File: config.mk
export PLATFORM = sky130hd
export DESIGN_NAME = pbme_out
export DESIGN_NICKNAME = d
export VERILOG_FILES = /design/src/hdl/pbme_pkg.sv /design/src/hdl/pbme_out.sv
export SDC_FILE = /design/constraint.sdc
export NUM_CORES = 1
export LEC_CHECK = 0
export ABC_AREA = 1
export BUFFER_PORTS_ARGS = -buffer_cell sky130_fd_sc_hd__clkbuf_2
export CAP_MARGIN = 25
export CORE_UTILIZATION = 47
export CTS_CLUSTER_DIAMETER = 30
export DETAILED_ROUTE_END_ITERATION = 16
export PLACE_DENSITY = 0.81
export SLEW_MARGIN = 0
export SYNTH_ARGS = -nofsm -noshare
export SYNTH_HDL_FRONTEND = slang
export SYNTH_SLANG_ARGS = --single-unit
File: constraint.sdc
create_clock -name clk -period 1.7 [get_ports clk]
set_clock_uncertainty 0.05 [all_clocks]
set_input_delay 0.085 -clock clk [delete_from_list [all_inputs] [get_ports clk]]
set_output_delay 0.085 -clock clk [all_outputs]
set_load 0.005 [all_outputs]
File: src/hdl/pbme_pkg.sv
package pbme_pkg;

    typedef struct packed {
        logic        opcode;
        logic [27:0] time_ms;
        logic [23:0] freq_q8;
        logic [10:0] level_q10;
    } pbme_in_t;

    typedef struct packed {
        logic [7:0] midi_byte;
        logic       last_byte;
    } pbme_out_t;

    localparam logic OP_BREAK = 1'b0;
    localparam logic OP_END   = 1'b1;

    localparam logic [7:0] NOTE_ON    = 8'h90;
    localparam logic [7:0] NOTE_OFF   = 8'h80;
    localparam logic [7:0] META_BYTE  = 8'hFF;
    localparam logic [7:0] EOT_BYTE   = 8'h2F;
    localparam int         MAX_BYTES  = 14;

    // one encoded event: up to 4 delta bytes plus 3 bytes
    typedef struct packed {
        logic [2:0]       nbytes;
        logic [6:0][7:0]  bytes;
    } pbme_evt_t;

    // up to 14 bytes per item
    typedef struct packed {
        logic [3:0]        count;
        logic [13:0][7:0]  bytes;
    } pbme_burst_t;

    // 2^((2s-1)/24) scaled by 1e9
    function automatic logic [31:0] thr_rom(input logic [3:0] s);
        logic [31:0] r;
        begin
            unique case (s)
                4'd0:  r = 32'd971531941;
                4'd1:  r = 32'd1029302237;
                4'd2:  r = 32'd1090507733;
                4'd3:  r = 32'd1155352697;
                4'd4:  r = 32'd1224053543;
                4'd5:  r = 32'd1296839555;
                4'd6:  r = 32'd1373953647;
                4'd7:  r = 32'd1455653183;
                4'd8:  r = 32'd1542210825;
                4'd9:  r = 32'd1633915453;
                4'd10: r = 32'd1731073122;
                4'd11: r = 32'd1834008086;
                default: r = 32'd0;
            endcase
            return r;
        end
    endfunction

    // velocity = round(level*127/1024), saturated
    function automatic logic [6:0] velocity_of(input logic [10:0] lvl);
        logic [18:0] p;
        logic [8:0]  v;
        begin
            p = {8'd0, lvl} * 19'd127 + 19'd512;
            v = p[18:10];
            return (v > 9'd127) ? 7'd127 : v[6:0];
        end
    endfunction

    // variable-length delta followed by status, key, velocity
    function automatic pbme_evt_t make_event(input logic [27:0] d, input logic [7:0] st,
                                             input logic [6:0] key, input logic [6:0] vel);
        pbme_evt_t e;
        logic [2:0] g;
        begin
            e = '0;
            if (d[27:21] != 7'd0)
                g = 3'd4;
            else if (d[20:14] != 7'd0)
                g = 3'd3;
            else if (d[13:7] != 7'd0)
                g = 3'd2;
            else
                g = 3'd1;
            e.nbytes = g + 3'd3;
            unique case (g)
                3'd4: begin
                    e.bytes[0] = {1'b1, d[27:21]};
                    e.bytes[1] = {1'b1, d[20:14]};
                    e.bytes[2] = {1'b1, d[13:7]};
                    e.bytes[3] = {1'b0, d[6:0]};
                end
                3'd3: begin
                    e.bytes[0] = {1'b1, d[20:14]};
                    e.bytes[1] = {1'b1, d[13:7]};
                    e.bytes[2] = {1'b0, d[6:0]};
                end
                3'd2: begin
                    e.bytes[0] = {1'b1, d[13:7]};
                    e.bytes[1] = {1'b0, d[6:0]};
                end
                default: e.bytes[0] = {1'b0, d[6:0]};
            endcase
            e.bytes[g]        = st;
            e.bytes[g + 3'd1] = {1'b0, key};
            e.bytes[g + 3'd2] = {1'b0, vel};
            return e;
        end
    endfunction

endpackage

File: src/hdl/pbme_out.sv
// byte serializer for one registered burst, driving the output straight from the burst register
module pbme_out
    import pbme_pkg::*;
(
    input  logic        clk,
    input  logic        rst_n,
    input  logic        load,
    input  pbme_burst_t burst,
    output logic        busy,
    output logic        out_valid,
    input  logic        out_ready,
    output pbme_out_t   out_data
);

    pbme_burst_t burst_reg;
    logic [3:0]  idx_reg;
    logic        valid_reg;

    assign busy      = valid_reg && !(out_ready && idx_reg + 4'd1 == burst_reg.count);
    assign out_valid = valid_reg;
    assign out_data.midi_byte = burst_reg.bytes[idx_reg];
    assign out_data.last_byte = (idx_reg + 4'd1 == burst_reg.count);

    // step through bytes, load a new burst when idle or finishing
    always_ff @(posedge clk or negedge rst_n)
    begin
        if (!rst_n)
        begin
            valid_reg <= 1'b0;
            idx_reg   <= '0;
        end
        else if (load)
        begin
            burst_reg <= burst;
            idx_reg   <= '0;
            valid_reg <= (burst.count != 4'd0);
        end
        else if (valid_reg && out_ready)
        begin
            if (out_data.last_byte)
                valid_reg <= 1'b0;
            else
                idx_reg <= idx_reg + 4'd1;
        end
    end

    a_count: assert property (@(posedge clk) disable iff (!rst_n)
        valid_reg |-> (burst_reg.count != 4'd0 && idx_reg < burst_reg.count))
        else $error("byte index out of burst");

    a_last_drop: assert property (@(posedge clk) disable iff (!rst_n)
        (valid_reg && out_ready && out_data.last_byte && !load) |=> !valid_reg)
        else $error("valid held after last byte");

    a_hold: assert property (@(posedge clk) disable iff (!rst_n)
        (valid_reg && !out_ready) |=> valid_reg)
        else $error("byte dropped while stalled");

endmodule
==> qor.csv, run 1 <==
stage,metric,value,unit
clock_tree,htree_levels,4,
yosys,ys_warn_count,0,
clock_tree,insertion_delay,0.51,ns
routing,routed_via_density,5.26,
timing,max-slew-margin-rel,57.9,%
finish,diodes,0,
critical_path,worstSetupPathType,reg2out,
yosys,async_reset_ff_share,4.13,%
yosys,ys.flop_type,edfxtp_1,
place,dp_hpwl,7.84,mm
routing,drc,0,
power,leakage,3.29,nW
power,power.density,1040,nW/um2
clock_tree,clock-sinks,121,
critical_path,cp-start-kind,flop,
yosys,netlist_top_cells_count,"edfxtp_1, nor2_1, o21ai_0, nand2_1, inv_1",
finish,largest_reg_flops,116,
global_routing,overflow,0,
status,status,"complete, but fails checks",
timing,finalMaxSlewViolations,0,
place,io_buffers,130,
yosys,yosysSeqAreaShare,72.1,%
clock_tree,cts_buffer_depth,2,
routing,num_vias,4407,
yosys,ys_seq_elements,121,
global_routing,grt_pass1_wl,23.4,mm
routing,avgRoutedWirePerCell,18.5,um
floorplanning,io_pins,131,
critical_path,crit_fanout,16,
finish,syn_to_final_growth,60.2,%
yosys,synth_area_leaders,"edfxtp_1, nor2_1, o21ai_0, nand2_1, dfrtp_1",
status,violations,setup timing,
power,peakVddDrop,1.00,mV
flow_run,drv_cap,0,
timing,fin_crit,2.18,ns
routing,routed_wl,15.5,mm
routing,dr.pass1.iters,6,
global_routing,grt_max_degree,117,
timing,timing.fmax,0.458,GHz
yosys,synth_area_leader_cell,edfxtp_1,
timing,worst_pin_slew,0.632,ns
routing,drt_iter0_markers,367,
critical_path,required,1.56,ns
place,pre_cts_ws,0.0282,ns
yosys,synth_edf_count,116,
critical_path,cp.arrival,2.05,ns
yosys,synth_cell_types,28,
min_path,hp-class,in2reg,
floorplanning,core_region_area,10300,um2
finish,final_area,8020,um2
finish,nNetsFinal,810,
clock_tree,cts_tree,done,
timing,hold_viol,0,
floorplanning,dieArea,11100,um2
place,gp_congestion,0.916,
timing,setup_ws,-0.484,ns
floorplanning,fp-row-count,37,
yosys,synth.most_common_cell,edfxtp_1,
floorplanning,dieHeight,105,um
clock_tree,cts_buffers,17,
global_routing,first_global_vias,4515,
critical_path,cp-end-kind,output port,
timing,period_share,128,%
clock_tree,clk_pin_slew_worst_paths,0.05,ns
timing,grt_setup_unrepaired,yes,
routing,ant_nets,0,
floorplanning,die_x,105,um
yosys,syn_nets,528,
global_routing,antenna_found_initial,0,
clock_tree,root_buffer,clkbuf_8,
global_routing,grtUsageTotal,28.9,%
place,place_area,5850,um2
finish,drive_gt1_share,33.6,%
yosys,avgSynthCellArea,12.3,um2
timing,setup_viol,15,
yosys,yosys.area.top_type_share,69.6,%
yosys,syn-instance-count,407,
yosys,synth_area,5000,um2
floorplanning,start_util,48.5,%
cells in the final DEF (no fill, tap or decap), types with 7 or more instances in the layout:
master	n
nand3_1	13
edfxtp_1	116
dlygate4sd3_1	120
clkbuf_2	130
o21ai_2	9
inv_1	13
nor2_1	70
buf_4	17
o21ai_1	35
nand2_1	31
buf_6	7
nor2_2	9
nand2_2	7
o21a_1	8
o211ai_1	9
clkbuf_16	16
o21ai_0	28
repair_timing:
| item | 4_1_cts | 5_1_grt |
|---|---|---|
| pin swaps | 20 | 8 |
| hold buffers | 120 | 0 |
| setup endpoints to repair | 10 | 15 |
| hold endpoints to repair | 126 | 0 |
| buffers inserted | 8 | 8 |
| resized for setup | 58 | 27 |
| gates cloned | 3 | 0 |
cell type report:
cell class | instances | area, um2
inverters | 22 | 100
fillers | 588 | 2310
clock inverters | 11 | 153
clock buffers | 21 | 429
flip-flops and latches | 121 | 3610
multi-input cells | 243 | 1280
repair buffers | 284 | 2280
well taps | 136 | 170
through the flow:
step | hold WS (ns) | instances | setup TNS [ns] | util (%) | total power, mW
finish | 0.247 | 838 | -4.41 | 77.7 | 8.35
global route | 0.223 | 838 | -5.74 | 77.7 | 8.60
CTS | 0.204 | 830 | -4.00 | 76.4 | 8.25
detailed placement | -0.0864 | 667 | 0 | 56.6 | 4.34
global placement | -0.0929 | 667 | 0 | 56.6 | 4.32
floorplan | -0.261 | 407 | -65.55 | - | 4.00
report_power, final:
part	switching (mW)	total [mW]	internal [mW]
clock network	1.22	3.58	2.36
registers	0.0879	3.59	3.50
logic	0.581	1.19	0.605
total	1.89	8.35	6.46
worst max-delay path, stage by stage, from the launching register on:
cell and delay [ns]:
dfrtp_2 0.49, inv_4 0.13, buf_4 0.24, nor2_1 0.07
o211ai_1 0.30, o21ai_1 0.11, inv_1 0.08, clkbuf_2 0.12
cells by family after synthesis:
| kind of cell | share of synthesized area (%) |
|---|---|
| adders and majority gates | 0.250 |
| DFF | 72.1 |
| and+or+nand+nor | 12.1 |
| buffers and inverters | 4.70 |
| AOI/OAI and AO/OA | 10.8 |
final timing paths:
kind	end	depth (start not counted)	from	slack, ns
setup / recovery	out_data[6]	7	idx_reg[0]	-0.48
hold / removal	burst_reg[54]	2	burst[54]	0.25
setup reg to reg	idx_reg[3]	11	idx_reg[1]	-0.07
hold reg to reg	out_valid	2	out_valid	0.49
max in group asynchronous	idx_reg[0]	3	rst_n	0.72
min in group asynchronous	idx_reg[1]	3	rst_n	0.61
routing by layer:
layer	up-vias	global-route usage, %	share of wire (%)
met5	-	0	0
met2	270	51.6	52
met3	43	7.05	7.5
met4	0	12.8	3.7
met1	2071	32.5	36
li1	2023	-	-
No activity file was read; power rests on OpenSTA's default activity.
==> inputs of run 2 (changes only) <==
SKIP_CTS_REPAIR_TIMING = 1   (was not set)
==> run 2 against run 1 <==
  * The run still ends with setup timing left
  * Power fell by 1.9%
  * Global-route usage fell by 6.8 points
  * Critical endpoint is now out_data[8]
  * Sequential cell count is the same
  * Critical path depth unchanged
  * Combinational power fell by 11%
  * Final area decreased by 2.7%
  * Sequential power hardly changed
==> qor.csv, run 2 (synthesis gave the netlist of run 1 again) <==
stage,metric,value,unit
floorplanning,die_x,105,um
finish,nNetsFinal,798,
timing,hold_viol,0,
routing,routed_wl,14.8,mm
place,gp_congestion,0.916,
finish,final_area,7800,um2
clock_tree,htree_levels,4,
finish,final_common_cell,clkbuf_2,
timing,period_share,131,%
critical_path,cp-start-kind,flop,
global_routing,overflow,0,
timing,worst_pin_slew,0.628,ns
routing,dr.pass1.iters,5,
finish,regArea,3610,um2
place,dp_hpwl,7.84,mm
clock_tree,clock-sinks,121,
clock_tree,insertion_delay,0.51,ns
global_routing,grt_pass1_wl,17.8,mm
routing,drc,0,
floorplanning,dieArea,11100,um2
finish,multi_input_area,1220,um2
place,place_area,5850,um2
power,leakage,3.19,nW
timing,fin_crit,2.22,ns
timing,finalMaxSlewViolations,0,
status,status,"complete, but fails checks",
critical_path,cp-end-kind,output port,
timing,setup_viol,10,
finish,syn_to_final_growth,55.9,%
power,finalPower,8.19,mW
routing,avgRoutedWirePerCell,18.0,um
clock_tree,cts_tree,done,
finish,diodes,0,
clock_tree,cts_buffers,17,
timing,max-slew-margin-rel,58.1,%
place,io_buffers,130,
power,power.density,1050,nW/um2
routing,ant_nets,0,
power,peakVddDrop,0.682,mV
timing,setup_ws,-0.525,ns
floorplanning,core_region_area,10300,um2
global_routing,antenna_found_initial,0,
clock_tree,root_buffer,clkbuf_8,
finish,layout_common_cells,"clkbuf_2, dlygate4sd3_1, edfxtp_1, nor2_1, o21ai_0",
status,violations,setup timing,
routing,drt_iter0_markers,332,
critical_path,required,1.56,ns
clock_tree,cts_buffer_depth,2,
timing,grt_setup_unrepaired,yes,
global_routing,grt_max_degree,117,
finish,drive_gt1_share,29.7,%
floorplanning,dieHeight,105,um
global_routing,first_global_vias,3554,
flow_run,drv_cap,0,
routing,num_vias,4292,
floorplanning,start_util,48.5,%
finish,final_core_util,75.6,%
global_routing,grtUsageTotal,22.0,%
timing,timing.fmax,0.450,GHz
floorplanning,fp-row-count,37,
floorplanning,io_pins,131,
finish,fillers,617,
clock_tree,clk_pin_slew_worst_paths,0.06,ns
critical_path,worstSetupPathType,reg2out,
critical_path,crit_fanout,16,
routing,routed_via_density,5.20,
critical_path,cp.arrival,2.09,ns
finish,largest_reg_flops,116,
min_path,hp-class,in2reg,
==> run 2: routing by layer <==
layer	global-route usage, %	vias up	part of all wire [%]
met5	0	-	0
met4	9.96	0	3.7
met1	26.5	2032	37
met3	6.36	47	5.8
met2	36.6	216	53
li1	-	1997	-
==> run 2: path summary, 6_finish.rpt <==
path	start	to	slack, ns	cells past startpoint
max	idx_reg[0]	out_data[8]	-0.52	7
min	burst[13]	burst_reg[13]	0.23	2
max reg2reg	idx_reg[0]	idx_reg[3]	0.01	11
min reg2reg	out_valid	out_valid	0.49	2
max in group asynchronous	rst_n	idx_reg[0]	0.73	3
min in group asynchronous	rst_n	idx_reg[1]	0.61	3
==> run 2: through the flow <==
step	setup TNS, ns	instances	setup WS [ns]	hold slack, ns
after floorplan	-65.55	407	-0.565	-0.261
after global placement	0	667	0.0289	-0.0929
after detailed placement	0	667	0.0282	-0.0864
after CTS	-4.71	699	-0.552	-0.638
after global routing	-5.28	826	-0.550	0.234
final	-4.18	826	-0.525	0.234
==> run 2: power breakdown <==
group | total [mW] | internal (mW) | switching, mW
logic | 1.06 | 0.527 | 0.532
registers | 3.58 | 3.50 | 0.0821
clock network | 3.56 | 2.35 | 1.20
total | 8.19 | 6.38 | 1.82
==> run 2: area by class of cell <==
class                           count  share of cell area, %
Sequential cell                   121                   46.3
Inverter                           22                   1.30
Tap cell                          136                   2.18
Clock buffer                       21                   5.50
Timing Repair Buffer              272                   27.1
Clock inverter                     11                   1.96
Multi-Input combinational cell    243                   15.7
==> run 2: worst max-delay path, cell delays in order, from the launching register on <==
cell,delay [ns]
dfrtp_2,0.50
inv_4,0.09
buf_4,0.21
o21ai_1,0.30
o211ai_1,0.14
o21ai_1,0.14
inv_1,0.09
clkbuf_2,0.12
==> inputs of run 3 (changes only) <==
CORE_UTILIZATION = 50   (was 47)
PLACE_DENSITY = 0.82   (was 0.81)
clock period = 2.64 ns   (was 1.7 ns; I/O delays follow)
==> run 3 against run 2 <==
  * The run now ends clean
  * Die area down 5.9%
  * Clock-buffer cell count decreased by 2
  * First-iteration DRC count down 9.6%
  * Critical path depth is the same
  * Utilization grew 1.4 points
  * Global-route usage increased by 1.5 points
  * Worst setup slack improved by 0.64 ns
  * Sequential cell count stayed put
  * Register-to-register slack better by 0.36 ns
  * Clock power down 42%
  * Hold slack lost 0.23 ns
  * Critical path type unchanged
  * Critical endpoint is now out_data[6]
  * Largest power group unchanged
==> qor.csv, run 3 (synthesis gave the netlist of run 1 again) <==
stage,metric,value,unit
place,io_buffers,130,
critical_path,cp-start-kind,flop,
clock_tree,htree_levels,4,
global_routing,antenna_found_initial,1,
global_routing,met1_usage,27.2,%
min_path,min_from,out_ready,
floorplanning,io_pins,131,
clock_tree,root_buffer,clkbuf_8,
clock_tree,cts_tree,done,
critical_path,cp.arrival,2.34,ns
place,pre_cts_ws,0.741,ns
global_routing,use_met2,38.6,%
place,dp_hpwl,7.66,mm
critical_path,cpPeakStageDelay,0.38,ns
power,leakage,3.06,nW
critical_path,path_cells,"buf_4, nor2_4, o21ai_0, o211ai_1, o21ai_1, inv_1, clkbuf_2",
clock_tree,insertion_delay,0.53,ns
clock_tree,cts_buffer_depth,2,
timing,finalMaxSlewViolations,0,
floorplanning,core_region_area,9730,um2
routing,drc,0,
routing,routed_via_density,5.22,
global_routing,overflow,0,
global_routing,top_usage_layer,met2,
place,dp.cells,658,
finish,drive_gt1_share,26.9,%
floorplanning,fp-row-count,36,
global_routing,grtUsageTotal,23.5,%
finish,layout_common_cells,"clkbuf_2, dlygate4sd3_1, edfxtp_1, nor2_1, o21ai_0",
timing,max-slew-margin-rel,70.2,%
min_path,hp-class,in2reg,
critical_path,required,2.46,ns
routing,avgRoutedWirePerCell,17.8,um
floorplanning,die_x,102,um
critical_path,worstSetupPathType,reg2out,
timing,setup_ws,0.115,ns
routing,dr.pass1.iters,5,
finish,nNetsFinal,785,
place,gp_congestion,0.828,
critical_path,crit_fanout,33,
timing,fin_crit,2.52,ns
finish,largest_reg_flops,116,
clock_tree,clock-sinks,121,
global_routing,first_global_vias,3607,
critical_path,worst_path_max_delay_cell,dfrtp_1,
floorplanning,dieArea,10400,um2
timing,hold_viol,0,
critical_path,crit_start,idx_reg[1],
timing,grt_setup_unrepaired,no,
power,power.density,663,nW/um2
timing,period_share,95.6,%
global_routing,grt_pass1_wl,17.2,mm
routing,ant_nets,0,
routing,num_vias,4228,
timing,setup_viol,0,
finish,fillers,591,
global_routing,grt_max_degree,84,
power,peakVddDrop,0.801,mV
finish,final_cells,810,
routing,drt_iter0_markers,300,
timing,setup-tns-final,0,ns
routing,routed_wl,14.4,mm
floorplanning,dieHeight,102,um
clock_tree,cts_buffers,17,
floorplanning,start_util,51.4,%
finish,final_common_cell,clkbuf_2,
flow_run,drv_cap,0,
finish,syn_to_final_growth,49.6,%
critical_path,cp-end-kind,output port,
status,status,completed,
timing,worst_pin_slew,0.447,ns
global_routing,grtUsageMet3,9.37,%
timing,timing.fmax,0.396,GHz
critical_path,timing.rr.start,idx_reg[2],
clock_tree,clk_pin_slew_worst_paths,0.06,ns
## run 3: area by class of cell
| cell class | count | area (um2) | share of cell area [%] |
|---|---|---|---|
| diodes | 1 | 2.50 | 0.0334 |
| flip-flops and latches | 121 | 3610 | 48.2 |
| inverters | 22 | 91.3 | 1.22 |
| clock inverters | 12 | 104 | 1.39 |
| well taps | 133 | 166 | 2.22 |
| clock buffers | 19 | 422 | 5.63 |
| repair buffers | 259 | 1930 | 25.8 |
| multi-input cells | 243 | 1160 | 15.5 |
## run 3: path summary, 6_finish.rpt
path,to,slack [ns],depth (start not counted)
min,idx_reg[3],0.005,5
max reg2reg,out_valid,0.37,11
min in group asynchronous,idx_reg[0],0.53,3
max in group asynchronous,idx_reg[0],1.77,3
max,out_data[6],0.12,7
min reg2reg,idx_reg[2],0.66,2
## run 3: metrics by stage
| stage | hold WS (ns) | power, mW | utilization [%] | instance area [um2] |
|---|---|---|---|---|
| final | 0.00458 | 4.97 | 77.0 | 7490 |
| after global routing | 0.0396 | 5.14 | 77.0 | 7490 |
| after CTS | -0.646 | 4.80 | 64.6 | 6280 |
| after detailed placement | -0.0827 | 2.77 | 59.2 | 5760 |
| after global placement | -0.0832 | 2.75 | 59.2 | 5760 |
| after floorplan | -0.214 | 2.57 | - | 5010 |
## run 3: critical path: cells and delay by family, from the launching register on
kind	cells	cell delay (ns)
simple gates	1	0.38
buf+inv	3	0.44
compound gates	3	0.61
flops	1	0.38
## run 3: power breakdown
part | total, mW | switching, mW | internal [mW]
combinational | 0.604 | 0.314 | 0.290
sequential | 2.30 | 0.0454 | 2.25
clock | 2.07 | 0.833 | 1.24
total | 4.97 | 1.19 | 3.78
## run 3: routing by layer
layer / vias to the layer above / routed length, um
li1: 1967 / -
met1: 2009 / 5380
met2: 211 / 7450
met3: 41 / 1100
met4: 0 / 457
met5: - / 0
